File: src/rtl/core/npr_pkg.sv
// Shared types, constants and the arctangent table for the nearest point search.
// No dependencies; every other file of the block but npr_ram imports this package.
package npr_pkg;

    localparam int MAX_POINTS_DEF   = 1024;
    localparam int CORDIC_STEPS_DEF = 24;

    localparam logic [31:0] EARTH_R_M   = 32'd6371000;
    localparam logic [33:0] CORDIC_GAIN = 34'd652032874;
    localparam logic [29:0] DEG_SPAN    = 30'd360000000;
    localparam logic [60:0] DEG_HALF    = 61'd180000000;
    // fraction part of 2^32 / 360000000, scaled by 2^32 and rounded down
    localparam logic [31:0] ANG_FRAC    = 32'd3996315504;

    localparam logic [1:0] OP_CLEAR = 2'd0;
    localparam logic [1:0] OP_LOAD  = 2'd1;
    localparam logic [1:0] OP_QUERY = 2'd2;

    typedef logic signed [23:0] coord_t;

    typedef struct packed {
        logic [1:0]  op;
        logic [62:0] id;
        coord_t      x;
        coord_t      y;
        coord_t      z;
    } job_t;

    function automatic logic [31:0] atan_lut(input logic [4:0] i);
        logic [31:0] v;
        case (i)
            5'd0:    v = 32'h20000000;
            5'd1:    v = 32'h12E4051E;
            5'd2:    v = 32'h09FB385B;
            5'd3:    v = 32'h051111D4;
            5'd4:    v = 32'h028B0D43;
            5'd5:    v = 32'h0145D7E1;
            5'd6:    v = 32'h00A2F61E;
            5'd7:    v = 32'h00517C55;
            5'd8:    v = 32'h0028BE53;
            5'd9:    v = 32'h00145F2F;
            5'd10:   v = 32'h000A2F98;
            5'd11:   v = 32'h000517CC;
            5'd12:   v = 32'h00028BE6;
            5'd13:   v = 32'h000145F3;
            5'd14:   v = 32'h0000A2FA;
            5'd15:   v = 32'h0000517D;
            5'd16:   v = 32'h000028BE;
            5'd17:   v = 32'h0000145F;
            5'd18:   v = 32'h00000A30;
            5'd19:   v = 32'h00000518;
            5'd20:   v = 32'h0000028C;
            5'd21:   v = 32'h00000146;
            5'd22:   v = 32'h000000A3;
            5'd23:   v = 32'h00000051;
            5'd24:   v = 32'h00000029;
            5'd25:   v = 32'h00000014;
            5'd26:   v = 32'h0000000A;
            5'd27:   v = 32'h00000005;
            5'd28:   v = 32'h00000003;
            5'd29:   v = 32'h00000001;
            5'd30:   v = 32'h00000001;
            default: v = 32'h00000000;
        endcase
        return v;
    endfunction

endpackage

File: src/rtl/core/npr_queue.sv
// Two-entry job queue between the conversion front end and the table back end.
// Depends on npr_pkg for job_t.
module npr_queue
    import npr_pkg::*;
(
    input  logic clk,
    input  logic rst_n,
    input  logic push,
    input  job_t push_job,
    output logic full,
    input  logic pop,
    output logic empty,
    output job_t head_job
);

    job_t       slot_reg [2];
    logic       wr_ptr_reg, rd_ptr_reg;
    logic [1:0] fill_reg;

    assign full     = (fill_reg == 2'd2);
    assign empty    = (fill_reg == 2'd0);
    assign head_job = slot_reg[rd_ptr_reg];

    always_ff @(posedge clk)
    begin
        if (push && !full)
        begin
            slot_reg[wr_ptr_reg] <= push_job;
        end
    end

    always_ff @(posedge clk or negedge rst_n)
    begin
        if (!rst_n)
        begin
            wr_ptr_reg <= 1'b0;
            rd_ptr_reg <= 1'b0;
            fill_reg   <= 2'd0;
        end
        else
        begin
            if (push && !full)
            begin
                wr_ptr_reg <= ~wr_ptr_reg;
            end
            if (pop && !empty)
            begin
                rd_ptr_reg <= ~rd_ptr_reg;
            end
            fill_reg <= fill_reg + 2'((push && !full) ? 1 : 0) - 2'((pop && !empty) ? 1 : 0);
        end
    end

endmodule

File: config.mk
export PLATFORM = sky130hd
export DESIGN_NAME = npr_queue
export DESIGN_NICKNAME = d
export VERILOG_FILES = /design/src/rtl/core/npr_pkg.sv /design/src/rtl/core/npr_queue.sv
export SDC_FILE = /design/constraint.sdc
export NUM_CORES = 1
export LEC_CHECK = 0
export BUFFER_PORTS_ARGS = -buffer_cell sky130_fd_sc_hd__buf_2
export CELL_PAD_IN_SITES_DETAIL_PLACEMENT = 1
export CELL_PAD_IN_SITES_GLOBAL_PLACEMENT = 1
export CORE_UTILIZATION = 44
export CTS_CLUSTER_DIAMETER = 60
export CTS_CLUSTER_SIZE = 20
export DETAILED_ROUTE_END_ITERATION = 7
export PLACE_DENSITY = 0.81
export SYNTH_ARGS = -nofsm -noshare
export SYNTH_HDL_FRONTEND = slang
export SYNTH_SLANG_ARGS = --single-unit
File: constraint.sdc
create_clock -name clk -period 8.6 [get_ports clk]
set_input_delay 0.43 -clock clk [delete_from_list [all_inputs] [get_ports clk]]
set_output_delay 0.43 -clock clk [all_outputs]
set_load 0.005 [all_outputs]
== Word-level counts from Yosys, hierarchy flattened ==
Memory sizes are Yosys's and may differ from the RTL's.
Cells that the tools add are included.

* Register bits after elaboration: 4
* Bits in writable memories: 274
* Output and inout port bits: 139
* Word-level logic and storage cells: 18
* Memories: 1

{| class="wikitable"
|+ Memory list
! memory !! words !! bits a word !! rd ports !! clocked after memory_dff !! wr ports !! RTL line !! text
|-
| slot_reg || 2 || 137 || 1 || 0 || 1 || npr_queue.sv:16 || <nowiki>job_t slot_reg [2];</nowiki>
|}

* Add/sub/neg operators: 2
* Eq/ne operators: 1
* Muxes and demuxes: 4
* Bitwise logic cells: 2
* Reduce and logical (&&, ||, !) cells: 5

{| class="wikitable"
|+ Operators with widths
! operator !! count
|-
| $mux W1 || 4
|-
| $add A2 B1 Y2 || 1
|-
| $eq A2 B2 Y1 const B || 1
|-
| $logic_and A1 B1 Y1 || 2
|-
| $logic_not A1 Y1 || 2
|-
| $logic_not A2 Y1 || 1
|-
| $not A1 Y1 || 2
|-
| $sub A2 B1 Y2 || 1
|}

== Depth between registers and ports, before layout ==
Gate-level depths: netlist (run 1).

* Depth in word-level cells: 6
* Gate-level depth with buffers: 7

== Least setup slack after synthesis (run 1) ==
Ideal clock, no wire load.

* Kind: reg-to-reg
* Start: reg fill_reg[1]
* End: mem slot_reg[0][0] (netlist bit), enable pin
* Arrival time: 6.285 ns
* Required time: 7.965 ns
* Setup slack: 1.680 ns
* Stages on the path, launching flop included: 4
* Path buffers: 0
* Clock period less this slack: 6.920 ns
* Cell sequence: dfrtp_1 nand2b_1 nand2_1 nor2_1

* Word-level cells in the longest chain between the ends: 5

{| class="wikitable"
|+ Ends and longest elaborated chain
! element !! RTL line !! text
|-
| from (decl) || npr_queue.sv:18 || <nowiki>logic [1:0] fill_reg;</nowiki>
|-
| from (signal assigned) || npr_queue.sv:50 || <nowiki>fill_reg <= fill_reg + 2'((push && !full) ? 1 : 0) - 2'((pop && !empty) ? 1 : 0);</nowiki>
|-
| $eq A2 B2 Y1 || npr_queue.sv:20 || <nowiki>assign full = (fill_reg == 2'd2);</nowiki>
|-
| $logic_not A1 Y1 || npr_queue.sv:26 || <nowiki>if (push && !full)</nowiki>
|-
| $logic_and A1 B1 Y1 || npr_queue.sv:26 ||
|-
| $mux W1 || npr_queue.sv:26 ||
|-
| $mux W1 (implied by the code) || npr_queue.sv:28 || <nowiki>slot_reg[wr_ptr_reg] <= push_job;</nowiki>
|-
| to (decl) || npr_queue.sv:16 ||
|}

Every way passes these cells.

==> out/summary.md, run 1 <==
Of the total power, the share spent switching nets is 27.9%. The via count of the first global-routing pass was 5,656. The number of pins with negative max-slew slack in the final report was 0.

Clock transition at the registers of the reported paths: 0.08 ns. The number of nets handed over by synthesis was 587. Master of the slowest instance on the critical path: sky130_fd_sc_hd__dfrtp_4. The floorplan die area is 23,600 um2.

Detailed placement finished with a half-perimeter wire length of 14,000 um. The register with the most flip-flops in the layout has 274 of them. The die is 154 um tall. The run gives 444 as the synthesized instance count. The floorplan step set the die width to 154 um. In this run, the combinational gates consume 26.7% of the power. The initial antenna violation count came out at 4. The most common flop cell mapped by yosys is sky130_fd_sc_hd__edfxtp_1. The cell area that synthesis handed to floorplanning was 10,100 um2. The proportion of layout cells with a drive suffix above 1 was 60.8%. The uppermost layer routed was met5.

The critical path crosses 3 cells after its start point. The tools report the smallest setup slack after layout as 5.13 ns. TritonCTS built the clock tree. The maximum level of the CTS H-tree was 1; the latest clock arrival within the worst-skew pair was 0.51 ns. The tools report the first-pass GRT wire length as 31,600 um. The worst path in the final design needs a cycle of 3.47 ns, including I/O delays and setup. In the finished design, the share of the clock period the worst path needs comes to 40.3%. Max-cap violations in this run came to 0. Global routing used 17.5% of the available tracks across all layers.

Ranked by instance count, the synthesized netlist is headed by sky130_fd_sc_hd__edfxtp_1, sky130_fd_sc_hd__mux2_2, sky130_fd_sc_hd__buf_6. Normalized max-slew margin: 29.9%. The total overflow left after global routing is 0. STA classifies the critical path startpoint as a flip-flop. The maximum buffer depth of the clock tree was 3; the number of port buffers was 279.

The critical path class was flip-flop to output pin. After synthesis the netlist holds a flip-flop and latch count of 278. The run gives 20 as the total CTS buffers.

The filler cells instantiated in the layout total 2,107. In the final layout, flip-flops and latches occupy 8330 um2. After synthesis, the cell types taking the most area are sky130_fd_sc_hd__edfxtp_1, sky130_fd_sc_hd__mux2_2, sky130_fd_sc_hd__buf_6. The clock arrives with 0.0139 ns of skew. The tools report the root buffer cell as sky130_fd_sc_hd__clkbuf_16. Total negative slack: 0 ns. The logs give 0 for the number of hold violations in the final report and 231 for the number of DRC violations after detailed-routing iteration 0.

The count of unique library cells instantiated by Yosys came out at 14. Of the total power, the clock network draws 23.4%. Detailed routing placed a total of 1390 um of wire on met3. After synthesis, the mean cell area works out to 22.8 um2.

The net count of the finished layout is 878. The number of cells on the worst reg-to-reg path is 5. Sequential elements use 82.2% of the synthesized area. Along the worst path, the maximum fanout reaches 70. The signal on the critical path passes through buf_4, mux2_2, buf_2. The multi-input combinational cells in the finished layout cover a total of 1650 um2.

Setup violations remaining at the end of the flow were counted as 0. Share of the synthesized area in the top cell type: 81.2%. Routability-driven placement finished with a final weighted congestion of 0.733. The worst setup timing slack at the placement stage was 5.64 ns. Detailed routing inserted a total of 5,078 vias. Compared with the post-synthesis result, the final layout area differs by 22.6%. The tools report the number of remaining DRC errors as 0. The length of the first detailed-routing pass in iterations is 4.

The biggest area contributor in the post-synthesis netlist is sky130_fd_sc_hd__edfxtp_1. For this run, the slowest stage of the critical path takes 1.04 ns. The number of enable-type register cells in the synthesized netlist was 274.

The internal power of the cells totals 2.88 mW. Setup repair after global routing left no endpoint under its margin. Yosys printed 0 warnings. The initial core utilization came out at 44.7%. The average wire length per cell after detail routing is 20.4 um. At the end of the flow the core is filled with cells to 54.8%.

The clock sink total was 278; the area of the core region was 22,600 um2. Summed over all cells, the static leakage comes to 4.61 nW. The total power consumption of the routed design is 3.99 mW. Entering global routing, the biggest net connects 76 pins. The data arrival time at the worst-slack endpoint was 3.04 ns; the instance count along the most critical hold path was 1. Of all flip-flops after synthesis, the portion carrying an async set or reset was 1.44%.

Data on the critical path is required at its endpoint by 8.17 ns. In the post-synthesis netlist, the cell with the most instances is sky130_fd_sc_hd__edfxtp_1. Row count: 55. The logs give 11,000 um for the total length of routed met2 wires and 0 for the antenna violation net count after detailed routing.

The critical path capture point type is an output pin. The aggregate routed wire length was 21,000 um; the via count normalized by instance count was 4.93. Static timing analysis puts the maximum clock frequency at 289 MHz.

The run gives 1.11 mW as the switching power of the nets. The cell area power density is 322 nW/um2, and the count of pins on the block boundary is 280. Broken down by cell family, the worst path's largest delay share belongs to flip-flops. The flow ran to the end, and the final reports show no timing, DRC or antenna violations. The total routed wire length on the met1 layer is 8020 um, and the sum of buffers and inverters on the critical path is 2.

The min-delay analysis places its worst path in the category input pin to flip-flop. VDD sags by at most 0.222 mV. Of the total power, registers draw 49.9%. The transition at the pin with the smallest max-transition slack was 1.05 ns.
[cell type report]
cell class	count	area share, %
Timing Repair Buffer	284	11.6
Clock buffer	22	4.26
Antenna cell	2	0.0403
Tap cell	285	2.87
Sequential cell	278	67.1
Inverter	2	0.0605
Clock inverter	8	0.836
Multi-Input combinational cell	149	13.3
[stage by stage]
stage	area, um2	std cells	hold WS (ns)
2_1_floorplan	10100	444	0.134
3_3_place_gp	11800	997	0.235
5_1_grt	12400	1030	0.0817
3_5_place_dp	11800	997	0.247
4_1_cts	12400	1028	0.0791
6_report	12400	1030	0.105
[power groups by stage]
stage                     sequential [mW]  clock, mW  combinational [mW]
after CTS                            2.00      0.966                1.09
after floorplan                      1.98          0               0.721
after global placement               2.00          0                1.04
after global routing                 2.03       1.00                1.16
after detailed placement             2.03          0                1.08
final                                1.99      0.934                1.06
[metal layers]
metal,global-route usage [%],vias up
met5,0,-
met4,5.38,4
met3,4.51,44
met2,32.2,188
met1,19.7,2501
li1,-,2341
[cell usage in the layout (no fill, tap or decap)]
cell and n:
sky130_fd_sc_hd__and3_4 1, sky130_fd_sc_hd__dlygate4sd3_1 1, sky130_fd_sc_hd__nor2b_1 1, sky130_fd_sc_hd__bufinv_16 1
sky130_fd_sc_hd__clkbuf_1 1, sky130_fd_sc_hd__clkinv_2 1, sky130_fd_sc_hd__clkbuf_16 21, sky130_fd_sc_hd__mux2_2 137
sky130_fd_sc_hd__inv_8 1, sky130_fd_sc_hd__nor2_4 1, sky130_fd_sc_hd__edfxtp_1 274, sky130_fd_sc_hd__nand2b_1 1
sky130_fd_sc_hd__buf_2 279, sky130_fd_sc_hd__xnor2_1 3, sky130_fd_sc_hd__dfrtp_1 3, sky130_fd_sc_hd__nand2_1 1
sky130_fd_sc_hd__buf_4 4, sky130_fd_sc_hd__inv_6 2, sky130_fd_sc_hd__diode_2 2, sky130_fd_sc_hd__inv_1 2
sky130_fd_sc_hd__dfrtp_4 1, sky130_fd_sc_hd__ha_1 2, sky130_fd_sc_hd__xor2_1 1, sky130_fd_sc_hd__nor2_1 1
sky130_fd_sc_hd__clkinvlp_4 1, sky130_fd_sc_hd__clkinv_8 2
[path summary, 6_finish.rpt]
check	from	endpoint	slack, ns
worst max register to register	fill_reg[0]	slot_reg[0][47]	5.71
worst min register to register	fill_reg[1]	fill_reg[1]	0.52
min in group asynchronous	rst_n	fill_reg[0]	0.28
worst max-delay path	rd_ptr_reg	head_job[92]	5.13
max in group asynchronous	rst_n	rd_ptr_reg	8.17
worst min-delay path	push_job[48]	slot_reg[0][48]	0.11
[repair_timing]
action,in CTS,in global routing
hold buffers,1,0
setup buffers,0,0
resized for setup,0,0
hold endpoints to repair,4,0
endpoints found under the setup margin,0,0
[cells by family (layout without fill, tap and decap cells)]
logic type | Yosys count | count (layout) | share of synthesized area [%]
other cells | 0 | 2 | 0
flops | 278 | 278 | 82.2
mux | 137 | 137 | 15.2
xor+xnor | 4 | 4 | 0.346
fa+ha+maj | 2 | 2 | 0.247
simple gates | 6 | 6 | 0.297
buf+inv | 17 | 316 | 1.68
Power figures use the tool's default switching activity.
==> run 2, diff against run 1 <==
--- a/config.mk
+++ b/config.mk
@@ -8,11 +8,11 @@
 export BUFFER_PORTS_ARGS = -buffer_cell sky130_fd_sc_hd__buf_2
 export CELL_PAD_IN_SITES_DETAIL_PLACEMENT = 1
 export CELL_PAD_IN_SITES_GLOBAL_PLACEMENT = 1
-export CORE_UTILIZATION = 44
+export CORE_UTILIZATION = 40
 export CTS_CLUSTER_DIAMETER = 60
 export CTS_CLUSTER_SIZE = 20
 export DETAILED_ROUTE_END_ITERATION = 7
-export PLACE_DENSITY = 0.81
+export PLACE_DENSITY = 0.78
 export SYNTH_ARGS = -nofsm -noshare
 export SYNTH_HDL_FRONTEND = slang
 export SYNTH_SLANG_ARGS = --single-unit
==> constraint.sdc (replaced) <==
create_clock -name clk -period 3 [get_ports clk]
set_input_delay 0.15 -clock clk [delete_from_list [all_inputs] [get_ports clk]]
set_output_delay 0.15 -clock clk [all_outputs]
set_load 0.005 [all_outputs]
==> out/summary.md, run 2 (synthesized netlist as in run 1, its figures left out) <==
Setup repair after global routing left no endpoint under its margin. The worst hold path was traced through 3 stages. Buffers inserted to repair hold after CTS numbered 140.

The die is 161 um tall. The core region is 24,600 um2. The flow ran to the end, and the final reports show no timing, DRC or antenna violations. The number of remaining DRC errors came out at 0. For the required time at the worst-slack endpoint, the log shows 2.85 ns. After floorplanning, the core was divided into 57 placement rows.

Clock-pin slew was measured on the worst setup and hold paths at 0.08 ns. IR analysis of the VDD net gives a maximum drop of 0.690 mV. The number of hold violations in the final report is 0, and the first-pass GRT wire length is 37,600 um. The tools report the type of origin of the critical path as a flip-flop. The final layout contains 1,026 nets. Timing would allow up to 454 MHz.

The worst setup path is captured at an output pin. Latest clock arrival within the worst-skew pair: 0.52 ns. The number of setup buffers added after CTS is 0. The cell sitting at the root of the clock tree is a sky130_fd_sc_hd__clkbuf_16. The via count of the first global-routing pass is 6,653, and the overall track demand over capacity in global routing is 18.9%. During I/O placement, the number of pins put on the boundary was 280.

In this run, CTS created clock tree buffers numbering 22. The maximum buffer depth of the clock tree is 3. The cell area power density was 865 nW/um2; the proportion of layout cells with a drive suffix above 1 was 52.1%. For the pin count of the biggest net entering global routing, the log shows 72. The routed design has 24,900 um of wire. Using the TritonRoute via totals, the vias-per-cell ratio works out to 4.76. The number of cells traversed by the worst register-to-register path was 4; the clock sink total was 278.

The die covers 26,000 um2. The maximum level of the CTS H-tree is 1, and the HPWL after detailed placement is 14,100 um. Length of the first detailed-routing pass in iterations: 4. In the finished design, the share of the clock period the worst path needs comes to 73.5%.

The tools report the count of endpoints failing setup in the final report as 0. For this block, the initial DRC count from the detailed router was 279. The average wire length per cell after detail routing came out at 20.4 um. TritonCTS built the clock tree. The floorplan die width was 161 um; the flip-flop count of the largest register after layout was 274. Of all nets on the critical path, the largest fanout is 66. The data arrival time at the worst-slack endpoint was 2.05 ns. Counting tap cells, the placed design contains a total of 1,043 instances.

The count of nets left with antenna violations once routing finished came out at 0. The final route contains 5,823 vias. The logs give 57.3% for the end-of-flow core utilization and 12.2 mW for the total power consumption of the routed design.

The growth of design area from synthesis to finish was 39.2%. For the initial antenna violation count, the log shows 2. The critical path class is flip-flop to output pin.

On the final layout, the worst clock skew is 0.0207 ns. For the finished layout, the period the worst path requires is 2.20 ns. For the pin with the worst max-slew slack, the measured transition is 0.689 ns. The number of non-filler instances in the completed layout came out at 1,223. The library cell used most frequently in the layout, excluding fill and tap cells, is sky130_fd_sc_hd__buf_2. The worst min-delay path category was input pin to flip-flop. The library cells used most frequently in the layout, excluding fill and tap cells, are sky130_fd_sc_hd__buf_2, sky130_fd_sc_hd__edfxtp_1, sky130_fd_sc_hd__dlygate4sd3_1.

In this run, post-CTS repair resized a total of 0 instances. Measured against its own limit, the worst slew margin works out to 54.0%. Summed over all cells, the static leakage comes to 5.31 nW. Number of pins with negative max-slew slack in the final report: 0. The overall overflow remaining after global route came out at 0. Routability-driven placement finished with a final weighted congestion of 0.701. The count of buffers added on input and output ports is 279.

For this configuration, the core starts out at a cell density of 41.2%. The tool flagged a number of max-cap violations equal to 0.
==> run 2: per-stage QoR <==
step                instance area (um2)  setup slack (ns)  TNS, ns  hold slack [ns]
finish                            14100             0.796        0            0.104
global route                      14100             0.723        0           0.0769
CTS                               14100             0.775        0           0.0389
detailed placement                12000              1.07        0          -0.0388
global placement                  12000              1.13        0          -0.0428
floorplan                         10100           -0.0541    -7.42           -0.146
==> run 2: path summary, 6_finish.rpt <==
check / end / slack (ns) / startpoint
min in group asynchronous: rd_ptr_reg / 0.55 / rst_n
max: head_job[24] / 0.80 / rd_ptr_reg
max reg2reg: slot_reg[0][57] / 1.04 / fill_reg[0]
min reg2reg: fill_reg[1] / 0.54 / fill_reg[1]
min: rd_ptr_reg / 0.10 / pop
max in group asynchronous: rd_ptr_reg / 2.26 / rst_n
==> run 2: report_power, final <==
group / switching [mW] / internal [mW] / total (mW)
Clock: 1.47 / 1.53 / 3.00
Sequential: 0.259 / 5.30 / 5.56
Combinational: 1.83 / 1.80 / 3.63
==> run 2: final cells by class <==
| cell class | count | area (um2) |
|---|---|---|
| well taps | 324 | 405 |
| multi-input cells | 149 | 1650 |
| repair buffers | 430 | 2970 |
| diodes | 2 | 5.00 |
| clock buffers | 25 | 572 |
| clock inverters | 13 | 163 |
| flip-flops and latches | 278 | 8330 |
| inverters | 2 | 7.51 |
| fillers | 2297 | 10500 |
==> run 2: routing by layer <==
layer,track usage [%],routed length [um],part of all wire (%)
met1,19.9,9030,36
met2,36.7,13700,55
met3,4.03,1320,5.3
met4,6.69,836,3.4
met5,0,0,0
==> run 2: worst max-delay path: stages, from the launching register on <==
cell	delay, ns
sky130_fd_sc_hd__dfrtp_4	0.57
sky130_fd_sc_hd__buf_12	0.34
sky130_fd_sc_hd__mux2_2	0.40
sky130_fd_sc_hd__buf_2	0.14
